**src/hdl/md5_message_digest_unit_defines.svh**
```systemverilog
// ----------------------------------------------------------------------------
// MD5 digest unit assertion macros
// Concurrent check wrappers; they compile away when SYNTH is defined.
// ----------------------------------------------------------------------------
`ifndef MD5_MESSAGE_DIGEST_UNIT_DEFINES_SVH
`define MD5_MESSAGE_DIGEST_UNIT_DEFINES_SVH
`ifndef SYNTH
// expr must hold at every clock edge out of reset
`define MD5_ASSERT_ALWAYS(label, expr, msg) \
    label: assert property (@(posedge clk) disable iff (!rst_n) (expr)) else $error(msg);
// cons must hold in the cycle after ante
`define MD5_ASSERT_NEXT(label, ante, cons, msg) \
    label: assert property (@(posedge clk) disable iff (!rst_n) (ante) |=> (cons)) \
        else $error(msg);
`else
`define MD5_ASSERT_ALWAYS(label, expr, msg)
`define MD5_ASSERT_NEXT(label, ante, cons, msg)
`endif
`endif

```
**src/hdl/md5_pkg.sv**
```systemverilog
// ----------------------------------------------------------------------------
// MD5 package
// Item types, sequencer states, round constants and helper functions.
// ----------------------------------------------------------------------------
package md5_pkg;

    typedef struct packed {
        logic [31:0] data_word;
        logic [2:0]  byte_count;
        logic        is_last;
    } msg_item_t;

    typedef struct packed {
        logic [31:0] digest_word;
        logic [1:0]  word_index;
        logic        is_last_word;
    } digest_item_t;

    typedef struct packed {
        logic [31:0] a;
        logic [31:0] b;
        logic [31:0] c;
        logic [31:0] d;
    } abcd_t;

    typedef enum logic [2:0] {
        ST_IDLE,
        ST_FILL,
        ST_ROUND,
        ST_UPDATE,
        ST_EMIT
    } state_t;

    localparam abcd_t IV = '{a: 32'h67452301, b: 32'hefcdab89,
                             c: 32'h98badcfe, d: 32'h10325476};

    localparam logic [31:0] PAD_MARKER      = 32'h0000_0080;
    localparam logic [3:0]  LEN_LO_IDX      = 4'd14;
    localparam logic [3:0]  LAST_WORD_IDX   = 4'd15;
    localparam logic [5:0]  LAST_ROUND      = 6'd63;
    localparam logic [1:0]  LAST_DIGEST_IDX = 2'd3;
    localparam logic [2:0]  FULL_BYTES      = 3'd4;

    localparam logic [31:0] SINE_TAB [64] = '{
        32'hd76aa478, 32'he8c7b756, 32'h242070db, 32'hc1bdceee,
        32'hf57c0faf, 32'h4787c62a, 32'ha8304613, 32'hfd469501,
        32'h698098d8, 32'h8b44f7af, 32'hffff5bb1, 32'h895cd7be,
        32'h6b901122, 32'hfd987193, 32'ha679438e, 32'h49b40821,
        32'hf61e2562, 32'hc040b340, 32'h265e5a51, 32'he9b6c7aa,
        32'hd62f105d, 32'h02441453, 32'hd8a1e681, 32'he7d3fbc8,
        32'h21e1cde6, 32'hc33707d6, 32'hf4d50d87, 32'h455a14ed,
        32'ha9e3e905, 32'hfcefa3f8, 32'h676f02d9, 32'h8d2a4c8a,
        32'hfffa3942, 32'h8771f681, 32'h6d9d6122, 32'hfde5380c,
        32'ha4beea44, 32'h4bdecfa9, 32'hf6bb4b60, 32'hbebfbc70,
        32'h289b7ec6, 32'heaa127fa, 32'hd4ef3085, 32'h04881d05,
        32'hd9d4d039, 32'he6db99e5, 32'h1fa27cf8, 32'hc4ac5665,
        32'hf4292244, 32'h432aff97, 32'hab9423a7, 32'hfc93a039,
        32'h655b59c3, 32'h8f0ccc92, 32'hffeff47d, 32'h85845dd1,
        32'h6fa87e4f, 32'hfe2ce6e0, 32'ha3014314, 32'h4e0811a1,
        32'hf7537e82, 32'hbd3af235, 32'h2ad7d2bb, 32'heb86d391
    };

    localparam logic [4:0] ROT_TAB [16] = '{
        5'd7, 5'd12, 5'd17, 5'd22, 5'd5, 5'd9, 5'd14, 5'd20,
        5'd4, 5'd11, 5'd16, 5'd23, 5'd6, 5'd10, 5'd15, 5'd21
    };

    // message word used by a given round
    function automatic logic [3:0] msg_index(input logic [5:0] rnd);
        logic [3:0] r;
        logic [3:0] g;
        r = rnd[3:0];
        case (rnd[5:4])
            2'd0:    g = r;
            2'd1:    g = r * 4'd5 + 4'd1;
            2'd2:    g = r * 4'd3 + 4'd5;
            default: g = r * 4'd7;
        endcase
        return g;
    endfunction

    function automatic logic [4:0] rot_amount(input logic [5:0] rnd);
        return ROT_TAB[{rnd[5:4], rnd[1:0]}];
    endfunction

    // last partial word: keep n bytes, put the 0x80 marker right after them
    function automatic logic [31:0] pad_word(input logic [31:0] data, input logic [1:0] n);
        logic [31:0] w;
        case (n)
            2'd0:    w = PAD_MARKER;
            2'd1:    w = {16'h0000, PAD_MARKER[7:0], data[7:0]};
            2'd2:    w = {8'h00, PAD_MARKER[7:0], data[15:0]};
            default: w = {PAD_MARKER[7:0], data[23:0]};
        endcase
        return w;
    endfunction

endpackage

```
**src/hdl/md5_chan_if.sv**
```systemverilog
// ----------------------------------------------------------------------------
// MD5 stream channel
// Valid/ready channel carrying one payload item per transfer.
// ----------------------------------------------------------------------------
interface md5_chan_if #(
    parameter type payload_t = logic [31:0]
) ();

    logic     valid;
    logic     ready;
    payload_t payload;

    modport source (
        output valid,
        output payload,
        input  ready
    );

    modport sink (
        input  valid,
        input  payload,
        output ready
    );

endinterface

```
**src/hdl/md5_round.sv**
```systemverilog
// ----------------------------------------------------------------------------
// MD5 round
// One MD5 step: round function, constant and message add, rotate, add.
// ----------------------------------------------------------------------------
module md5_round
    import md5_pkg::*;
(
    input  logic [5:0]  rnd,
    input  abcd_t       cur,
    input  logic [31:0] m_word,
    output abcd_t       nxt
);

    logic [31:0] f;
    logic [31:0] sum;
    logic [63:0] rot_wide;

    always_comb
    begin
        case (rnd[5:4])
            2'd0:    f = (cur.b & cur.c) | (~cur.b & cur.d);
            2'd1:    f = (cur.b & cur.d) | (cur.c & ~cur.d);
            2'd2:    f = cur.b ^ cur.c ^ cur.d;
            default: f = cur.c ^ (cur.b | ~cur.d);
        endcase
    end

    assign sum      = cur.a + f + SINE_TAB[rnd] + m_word;
    assign rot_wide = {sum, sum} << rot_amount(rnd);

    assign nxt.a = cur.d;
    assign nxt.b = cur.b + rot_wide[63:32];
    assign nxt.c = cur.b;
    assign nxt.d = cur.c;

endmodule

```
**src/hdl/md5_message_digest_unit.sv**
```systemverilog
// ----------------------------------------------------------------------------
// MD5 message digest unit
// Streaming MD5 over 32-bit little-endian words, digest out as four words.
// ----------------------------------------------------------------------------
// Usage: feed the message on msg, four bytes per transfer, first byte in
// bits 7:0; the final transfer sets is_last and carries 0 to 4 bytes in
// byte_count (values above 4 count as 4, byte_count is ignored otherwise).
// An empty message is a single last transfer with zero bytes. After the
// final transfer the unit pads, compresses and returns the digest A, B, C, D
// as four transfers on digest, then goes back to the initial vector for the
// next message. Timing: words are taken back to back while the unit is idle;
// the transfer that completes a 16-word block is followed by 64 rounds
// through the single round unit and a chaining update, during which no word
// is taken. After the last transfer the unit writes padding and length
// (spilling into a second block when the length no longer fits), runs one
// or two compressions and loads the four digest words, waiting while digest
// is stalled. msg.ready is high only while the sequencer sits in its idle
// state. The block store is a 16-word memory with a registered read; it needs
// no clearing after reset.
// ----------------------------------------------------------------------------
`include "md5_message_digest_unit_defines.svh"

module md5_message_digest_unit
    import md5_pkg::*;
(
    input  logic       clk,
    input  logic       rst_n,
    md5_chan_if.sink   msg,
    md5_chan_if.source digest
);

    // ------------------------------------------------------------------
    // state
    // ------------------------------------------------------------------
    state_t       state_reg,    state_next;
    logic [3:0]   wcnt_reg,     wcnt_next;      // words held in the block store
    logic [5:0]   rnd_reg,      rnd_next;
    abcd_t        abcd_reg,     abcd_next;      // working a,b,c,d
    abcd_t        chain_reg,    chain_next;     // chaining value
    logic [60:0]  bytes_reg,    bytes_next;     // message byte count mod 2^61
    logic         fin_reg,      fin_next;       // last item seen, finishing
    logic         pad_reg,      pad_next;       // lone 0x80 word still owed
    logic         len_reg,      len_next;       // length low word written
    logic [1:0]   emit_idx_reg, emit_idx_next;
    logic         out_valid_reg, out_valid_next;
    digest_item_t out_item_reg,  out_item_next;

    // block store
    logic [31:0]  mem [16];
    logic [31:0]  rd_data_reg;
    logic [3:0]   rd_addr;
    logic         wr_en;
    logic [31:0]  wr_data;

    logic         msg_xfer;
    logic         out_load;
    logic         block_full;
    logic [2:0]   n_sat;
    logic [2:0]   n_add;
    logic [31:0]  len_lo;
    logic [31:0]  len_hi;
    logic [31:0]  emit_word;
    abcd_t        round_out;

    assign msg_xfer   = msg.valid && msg.ready;
    assign block_full = wr_en && (wcnt_reg == LAST_WORD_IDX);
    assign n_sat      = (msg.payload.byte_count > FULL_BYTES) ? FULL_BYTES
                                                              : msg.payload.byte_count;
    assign n_add      = msg.payload.is_last ? n_sat : FULL_BYTES;

    // bit length = bytes * 8, split into two little-endian words
    assign len_lo = {bytes_reg[28:0], 3'b000};
    assign len_hi = bytes_reg[60:29];

    // ------------------------------------------------------------------
    // round unit, shared across all 64 steps of every block
    // ------------------------------------------------------------------
    md5_round u_round (
        .rnd    (rnd_reg),
        .cur    (abcd_reg),
        .m_word (rd_data_reg),
        .nxt    (round_out)
    );

    // ------------------------------------------------------------------
    // next state
    // ------------------------------------------------------------------
    always_comb
    begin
        state_next = state_reg;
        case (state_reg)
            ST_IDLE:
            begin
                if (msg_xfer)
                begin
                    if (wcnt_reg == LAST_WORD_IDX)
                        state_next = ST_ROUND;
                    else if (msg.payload.is_last)
                        state_next = ST_FILL;
                end
            end
            ST_FILL:
            begin
                if (wcnt_reg == LAST_WORD_IDX)
                    state_next = ST_ROUND;
            end
            ST_ROUND:
            begin
                if (rnd_reg == LAST_ROUND)
                    state_next = ST_UPDATE;
            end
            ST_UPDATE:
            begin
                if (!fin_reg)
                    state_next = ST_IDLE;
                else if (len_reg)
                    state_next = ST_EMIT;
                else
                    state_next = ST_FILL;
            end
            ST_EMIT:
            begin
                if (out_load && (emit_idx_reg == LAST_DIGEST_IDX))
                    state_next = ST_IDLE;
            end
            default: state_next = ST_IDLE;
        endcase
    end

    // ------------------------------------------------------------------
    // outputs: handshakes and block store port controls
    // ------------------------------------------------------------------
    always_comb
    begin
        msg.ready = (state_reg == ST_IDLE);
        out_load  = (state_reg == ST_EMIT) && (!out_valid_reg || digest.ready);
        wr_en     = 1'b0;
        wr_data   = '0;
        // prefetch the word the next round needs; address 0 ahead of round 0
        rd_addr   = (state_reg == ST_ROUND) ? msg_index(rnd_reg + 6'd1) : '0;
        case (state_reg)
            ST_IDLE:
            begin
                wr_en = msg_xfer;
                if (!msg.payload.is_last || (n_sat == FULL_BYTES))
                    wr_data = msg.payload.data_word;
                else
                    wr_data = pad_word(msg.payload.data_word, n_sat[1:0]);
            end
            ST_FILL:
            begin
                wr_en = 1'b1;
                if (pad_reg)
                    wr_data = PAD_MARKER;
                else if (wcnt_reg == LEN_LO_IDX)
                    wr_data = len_lo;
                else if ((wcnt_reg == LAST_WORD_IDX) && len_reg)
                    wr_data = len_hi;
                else
                    wr_data = '0;
            end
            default:
            begin
                wr_en   = 1'b0;
                wr_data = '0;
            end
        endcase
    end

    assign digest.valid   = out_valid_reg;
    assign digest.payload = out_item_reg;

    always_comb
    begin
        case (emit_idx_reg)
            2'd0:    emit_word = chain_reg.a;
            2'd1:    emit_word = chain_reg.b;
            2'd2:    emit_word = chain_reg.c;
            default: emit_word = chain_reg.d;
        endcase
    end

    // ------------------------------------------------------------------
    // register next values
    // ------------------------------------------------------------------
    always_comb
    begin
        wcnt_next      = wcnt_reg;
        rnd_next       = rnd_reg;
        abcd_next      = abcd_reg;
        chain_next     = chain_reg;
        bytes_next     = bytes_reg;
        fin_next       = fin_reg;
        pad_next       = pad_reg;
        len_next       = len_reg;
        emit_idx_next  = emit_idx_reg;
        out_item_next  = out_item_reg;
        out_valid_next = out_valid_reg && !digest.ready;

        if (wr_en)
            wcnt_next = wcnt_reg + 4'd1;

        // 16th word written: load working registers for round 0
        if (block_full)
        begin
            abcd_next = chain_reg;
            rnd_next  = '0;
        end

        case (state_reg)
            ST_IDLE:
            begin
                if (msg_xfer)
                begin
                    bytes_next = bytes_reg + {58'd0, n_add};
                    if (msg.payload.is_last)
                    begin
                        fin_next = 1'b1;
                        pad_next = (n_sat == FULL_BYTES);
                    end
                end
            end
            ST_FILL:
            begin
                pad_next = 1'b0;
                if (!pad_reg && (wcnt_reg == LEN_LO_IDX))
                    len_next = 1'b1;
            end
            ST_ROUND:
            begin
                abcd_next = round_out;
                rnd_next  = rnd_reg + 6'd1;
            end
            ST_UPDATE:
            begin
                chain_next.a = chain_reg.a + abcd_reg.a;
                chain_next.b = chain_reg.b + abcd_reg.b;
                chain_next.c = chain_reg.c + abcd_reg.c;
                chain_next.d = chain_reg.d + abcd_reg.d;
            end
            ST_EMIT:
            begin
                if (out_load)
                begin
                    out_valid_next             = 1'b1;
                    out_item_next.digest_word  = emit_word;
                    out_item_next.word_index   = emit_idx_reg;
                    out_item_next.is_last_word = (emit_idx_reg == LAST_DIGEST_IDX);
                    emit_idx_next              = emit_idx_reg + 2'd1;
                    if (emit_idx_reg == LAST_DIGEST_IDX)
                    begin
                        // message done: back to the initial vector
                        chain_next = IV;
                        bytes_next = '0;
                        fin_next   = 1'b0;
                        len_next   = 1'b0;
                    end
                end
            end
            default:
            begin
                wcnt_next = wcnt_reg;
            end
        endcase
    end

    // ------------------------------------------------------------------
    // registers
    // ------------------------------------------------------------------
    always_ff @(posedge clk or negedge rst_n)
    begin
        if (!rst_n)
        begin
            state_reg     <= ST_IDLE;
            wcnt_reg      <= '0;
            rnd_reg       <= '0;
            abcd_reg      <= '0;
            chain_reg     <= IV;
            bytes_reg     <= '0;
            fin_reg       <= 1'b0;
            pad_reg       <= 1'b0;
            len_reg       <= 1'b0;
            emit_idx_reg  <= '0;
            out_valid_reg <= 1'b0;
        end
        else
        begin
            state_reg     <= state_next;
            wcnt_reg      <= wcnt_next;
            rnd_reg       <= rnd_next;
            abcd_reg      <= abcd_next;
            chain_reg     <= chain_next;
            bytes_reg     <= bytes_next;
            fin_reg       <= fin_next;
            pad_reg       <= pad_next;
            len_reg       <= len_next;
            emit_idx_reg  <= emit_idx_next;
            out_valid_reg <= out_valid_next;
        end
    end

    always_ff @(posedge clk)
    begin
        out_item_reg <= out_item_next;
    end

    // block store: one write port, one registered read port
    always_ff @(posedge clk)
    begin
        if (wr_en)
            mem[wcnt_reg] <= wr_data;
        rd_data_reg <= mem[rd_addr];
    end

    // ------------------------------------------------------------------
    // checks
    // ------------------------------------------------------------------
    `MD5_ASSERT_ALWAYS(a_round_on_full_block, (state_reg != ST_ROUND) || (wcnt_reg == '0), "rounds running on a partial block")
    `MD5_ASSERT_NEXT(a_rounds_end, (state_reg == ST_ROUND) && (rnd_reg == LAST_ROUND), state_reg == ST_UPDATE, "round 63 not followed by update")
    `MD5_ASSERT_NEXT(a_update_to_idle, (state_reg == ST_UPDATE) && !fin_reg, state_reg == ST_IDLE, "mid-message update did not return to idle")
    `MD5_ASSERT_ALWAYS(a_len_when_finishing, !len_reg || fin_reg, "length written outside message end")
    `MD5_ASSERT_ALWAYS(a_pad_when_finishing, !pad_reg || fin_reg, "pad marker owed outside message end")

endmodule

```
**src/flat_wrapper.sv**
```systemverilog
// flat-port wrapper written by rule: the top's interface ports become plain ports
module md5_message_digest_unit_flat import md5_pkg::*;
  (clk, rst_n, msg_valid, msg_payload, msg_ready, digest_valid, digest_payload, digest_ready);
  md5_chan_if #(.payload_t(msg_item_t)) msg_i ();
  md5_chan_if #(.payload_t(digest_item_t)) digest_i ();
  input  logic clk;
  input  logic rst_n;
  input wire logic [$bits(msg_i.valid)-1:0] msg_valid;
  input wire logic [$bits(msg_i.payload)-1:0] msg_payload;
  output wire logic [$bits(msg_i.ready)-1:0] msg_ready;
  output wire logic [$bits(digest_i.valid)-1:0] digest_valid;
  output wire logic [$bits(digest_i.payload)-1:0] digest_payload;
  input wire logic [$bits(digest_i.ready)-1:0] digest_ready;
  assign msg_i.valid = msg_valid;
  assign msg_i.payload = msg_payload;
  assign msg_ready = msg_i.ready;
  assign digest_valid = digest_i.valid;
  assign digest_payload = digest_i.payload;
  assign digest_i.ready = digest_ready;
  md5_message_digest_unit u_core (.clk(clk), .rst_n(rst_n), .msg(msg_i), .digest(digest_i));
endmodule
```
**config.mk**
```make
export PLATFORM = sky130hd
export DESIGN_NAME = md5_message_digest_unit_flat
export DESIGN_NICKNAME = d
export VERILOG_FILES = /design/src/hdl/md5_pkg.sv /design/src/hdl/md5_chan_if.sv /design/src/hdl/md5_round.sv /design/src/hdl/md5_message_digest_unit.sv /design/src/flat_wrapper.sv
export VERILOG_INCLUDE_DIRS = /design/src /design/src/hdl
export SDC_FILE = /design/constraint.sdc
export NUM_CORES = 2
export LEC_CHECK = 0
export ABC_AREA = 1
export ABC_CLOCK_PERIOD_IN_PS = 8700
export BUFFER_PORTS_ARGS = -buffer_cell sky130_fd_sc_hd__clkbuf_2
export CORE_MARGIN = 4
export CORE_UTILIZATION = 42
export CTS_CLUSTER_SIZE = 14
export DETAILED_ROUTE_END_ITERATION = 16
export RECOVER_POWER = 25
export SLEW_MARGIN = 15
export SYNTH_ARGS = -nofsm -noshare
export SYNTH_HDL_FRONTEND = slang
export SYNTH_SLANG_ARGS = --single-unit
```
**constraint.sdc**
```tcl
create_clock -name clk -period 8.7 [get_ports clk]
set_clock_uncertainty 0.15 [all_clocks]
set_input_delay 0.435 -clock clk [delete_from_list [all_inputs] [get_ports clk]]
set_output_delay 0.435 -clock clk [all_outputs]
set_load 0.01 [all_outputs]
```
==> impl_metrics.tcl <==
set metrics [dict create \
    hp-start "msg_payload[1]" \
    die_y_um 376.9 \
    r2r.worst_path.cells 38 \
    clockRootBuffer "clkbuf_16" \
    syn_area_per_cell_sq_um 8.219 \
    die_area_sq_um 142100 \
    clk_path_buf_depth 3 \
    synth.area.top_cells "edfxtp_1 (29%), dfrtp_1 (12%), nand2_1 (8.6%)" \
    fin_crit_sh_pct 94.33 \
    fin_crit_ps 8207 \
    reg2reg_from "u_core.rnd_reg[5]" \
    syn_nets 7291 \
    critPathKind "flop to flop" \
    worst_ep_arrival_time_ps 8610 \
    num_vias 52480 \
    ys_async_sr_fraction_pct 36.72 \
    largest_reg_flops 512 \
    yosysWarnings 0 \
    crit_path_max_incr_delay_ps 640 \
    drtIter0Drc 5192 \
    whs_ps 65.93 \
    yosysMostFrequentCell "nand2_1" \
    violations "max-capacitance violations, max-slew violations" \
    drv_cap 5 \
    synth.top_cells.by_count "nand2_1 (1307), inv_1 (1059), o21ai_0 (683), edfxtp_1 (547), a21oi_1 (527)" \
    r2r-end "u_core.abcd_reg[90]" \
    cts_buffers 101 \
    start_util_pct 42.25 \
    port_buffers 76 \
    worstPathRequired_ps 9110 \
    fmax_ghz 0.1218 \
    netlist_instances 6956 \
    dpl.hpwl_um 157100 \
    vias_per_cell 5.762 \
    synth_largest_area_cell "edfxtp_1" \
    final_layout_size_suffix_gt1_share_pct 10.51 \
    final_area_sq_um 65510 \
    synth_edf_count 547 \
    cp_slowest_cell "fa_1" \
    yosys.cell_types.count 74 \
    critPathMaxFanout 8 \
    final_antenna_net_count 0 \
    fin_setup_tns_ps 0 \
    synth.cell_area_sq_um 57170 \
    pre_cts_slack_ps -148.9 \
    wl_per_cell_um 24.02 \
    track_usage_pct 30.23 \
    grt-ovfl-total 0 \
    ios 77 \
    slew-limit-headroom_pct -255.7 \
    worst_slew_pin_slew_ps 5335 \
    numClockSinks 915 \
    synth.ff_latch_count 915 \
    die_w_um 376.9 \
    wl_um 218700 \
    grt_pass1_vias 49730 \
    status "complete, but fails checks" \
    finalHoldViolations 0 \
    htree_levels 3 \
    whs_path_depth 6 \
    fin_ws_ps 493.1 \
    rsz0062_at_grt "false" \
    drc_errors 0 \
    dpl_cell_area_sq_um 61850 \
    setup_violations 0 \
    synth_top_area_share_pct 28.73 \
    routabilityCongestion 0.9917 \
    core-area_sq_um 135300 \
    clk_pin_slew_worst_paths_ps 70 \
    cts_tree "built" \
    synth_ff_type "edfxtp_1" \
    clk_latency_ps 760 \
    rows 135 \
    drtPass1Iterations 8 \
    grt_pass1_wl_um 322000 \
    yosysSeqAreaShare_pct 44.70 \
    grt_max_degree 196 \
    synthToLayoutAreaGrowth_pct 14.60 \
    worstHoldEndpoint "u_core.bytes_reg[0]" \
    worstSetupStartpointType "flop" \
    nets 7572 \
    crit_path_end_kind "flop" \
    drv_slew 310 \
    antenna_found_initial 5 \
    holdCritPathClass "input pin to flop" \
    ff2ff_setup_slack_ps 490 \
]
-- cells by family after synthesis --
group / count (synthesis) / share of synthesized area, %
compound gates: 1900 / 19.60
xor+xnor: 113 / 1.731
fa+ha+maj: 295 / 7.349
buf+inv: 1366 / 9.227
flops: 915 / 44.70
simple gates: 2367 / 17.40
-- cell type report --
cell class,count,area [sq um]
Clock buffer,140,2804
Fill cell,12990,69790
Tap cell,1781,2228
Sequential cell,915,25560
Multi-Input combinational cell,4675,26650
Inverter,1072,4040
Clock inverter,52,752.0
Antenna cell,1,2.502
Timing Repair Buffer,472,3477
-- layout by cell type, fill, tap and decap left out, types with 14 or more instances in the layout --
master,n
buf_4,373
clkbuf_1,65
o31ai_1,24
o21ai_1,50
o21ai_0,677
o211ai_1,216
nor4_1,30
edfxtp_1,547
dfstp_2,64
clkbuf_16,101
clkbuf_2,40
dfxtp_1,32
nor2_4,23
a31oi_1,43
clkinv_2,20
nor3_1,75
fa_1,68
o21a_1,20
xnor2_1,49
o221ai_1,74
a221oi_1,31
nand4_1,46
dfrtp_1,270
nand2_1,1307
o22ai_1,86
a21oi_1,526
ha_1,226
nand3_1,408
nor2_1,414
inv_1,1052
inv_2,14
a21o_1,25
xor2_1,64
-- per-stage QoR --
| step | utilization (%) | cells |
|---|---|---|
| after detailed placement | 45.71 | 8905 |
| final | 48.42 | 9108 |
| after floorplan | - | 6956 |
| after global routing | 48.42 | 9107 |
| after CTS | 48.40 | 9104 |
| after global placement | 45.71 | 8905 |
-- worst max-delay path, delay by kind of cell, from the launching register on --
kind	cells	cell delay, ps
simple gates	15	1920
fa+ha+maj	4	1830
compound gates	10	1750
buf+inv	8	1680
flops	1	540
xor+xnor	1	120
-- how the worst max path moves through the flow --
stage,startpoint,to,slack [ps],depth (start not counted)
floorplan,u_core.rnd_reg[1],u_core.abcd_reg[89],1250,44
global placement,u_core.rnd_reg[4],u_core.abcd_reg[85],-180,44
detailed placement,u_core.rnd_reg[4],u_core.abcd_reg[85],-150,44
CTS,u_core.rnd_reg[3],u_core.abcd_reg[90],3,41
global route,u_core.rnd_reg[0],u_core.abcd_reg[74],5,49
finish,u_core.rnd_reg[5],u_core.abcd_reg[90],490,38
-- per-layer routing --
metal	track usage, %	part of all wire [%]	vias to the layer above
li1	-	-	24450
met3	5.421	7.8	503
met5	0.8233	0.079	-
met4	16.04	6.2	4
met2	48.26	45	2190
met1	39.16	41	25330
-- what timing repair did --
action / 4_1_cts / 5_1_grt
pin swaps: 0 / 0
hold endpoints to repair: 74 / 0
endpoints found under the setup margin: 8 / 19
setup buffers: 0 / 3
hold buffers: 7 / 0
gates resized for setup: 4 / 32
Power is not shown: default switching activity piles up to over one toggle a cycle in this logic, so the estimate is an artifact.
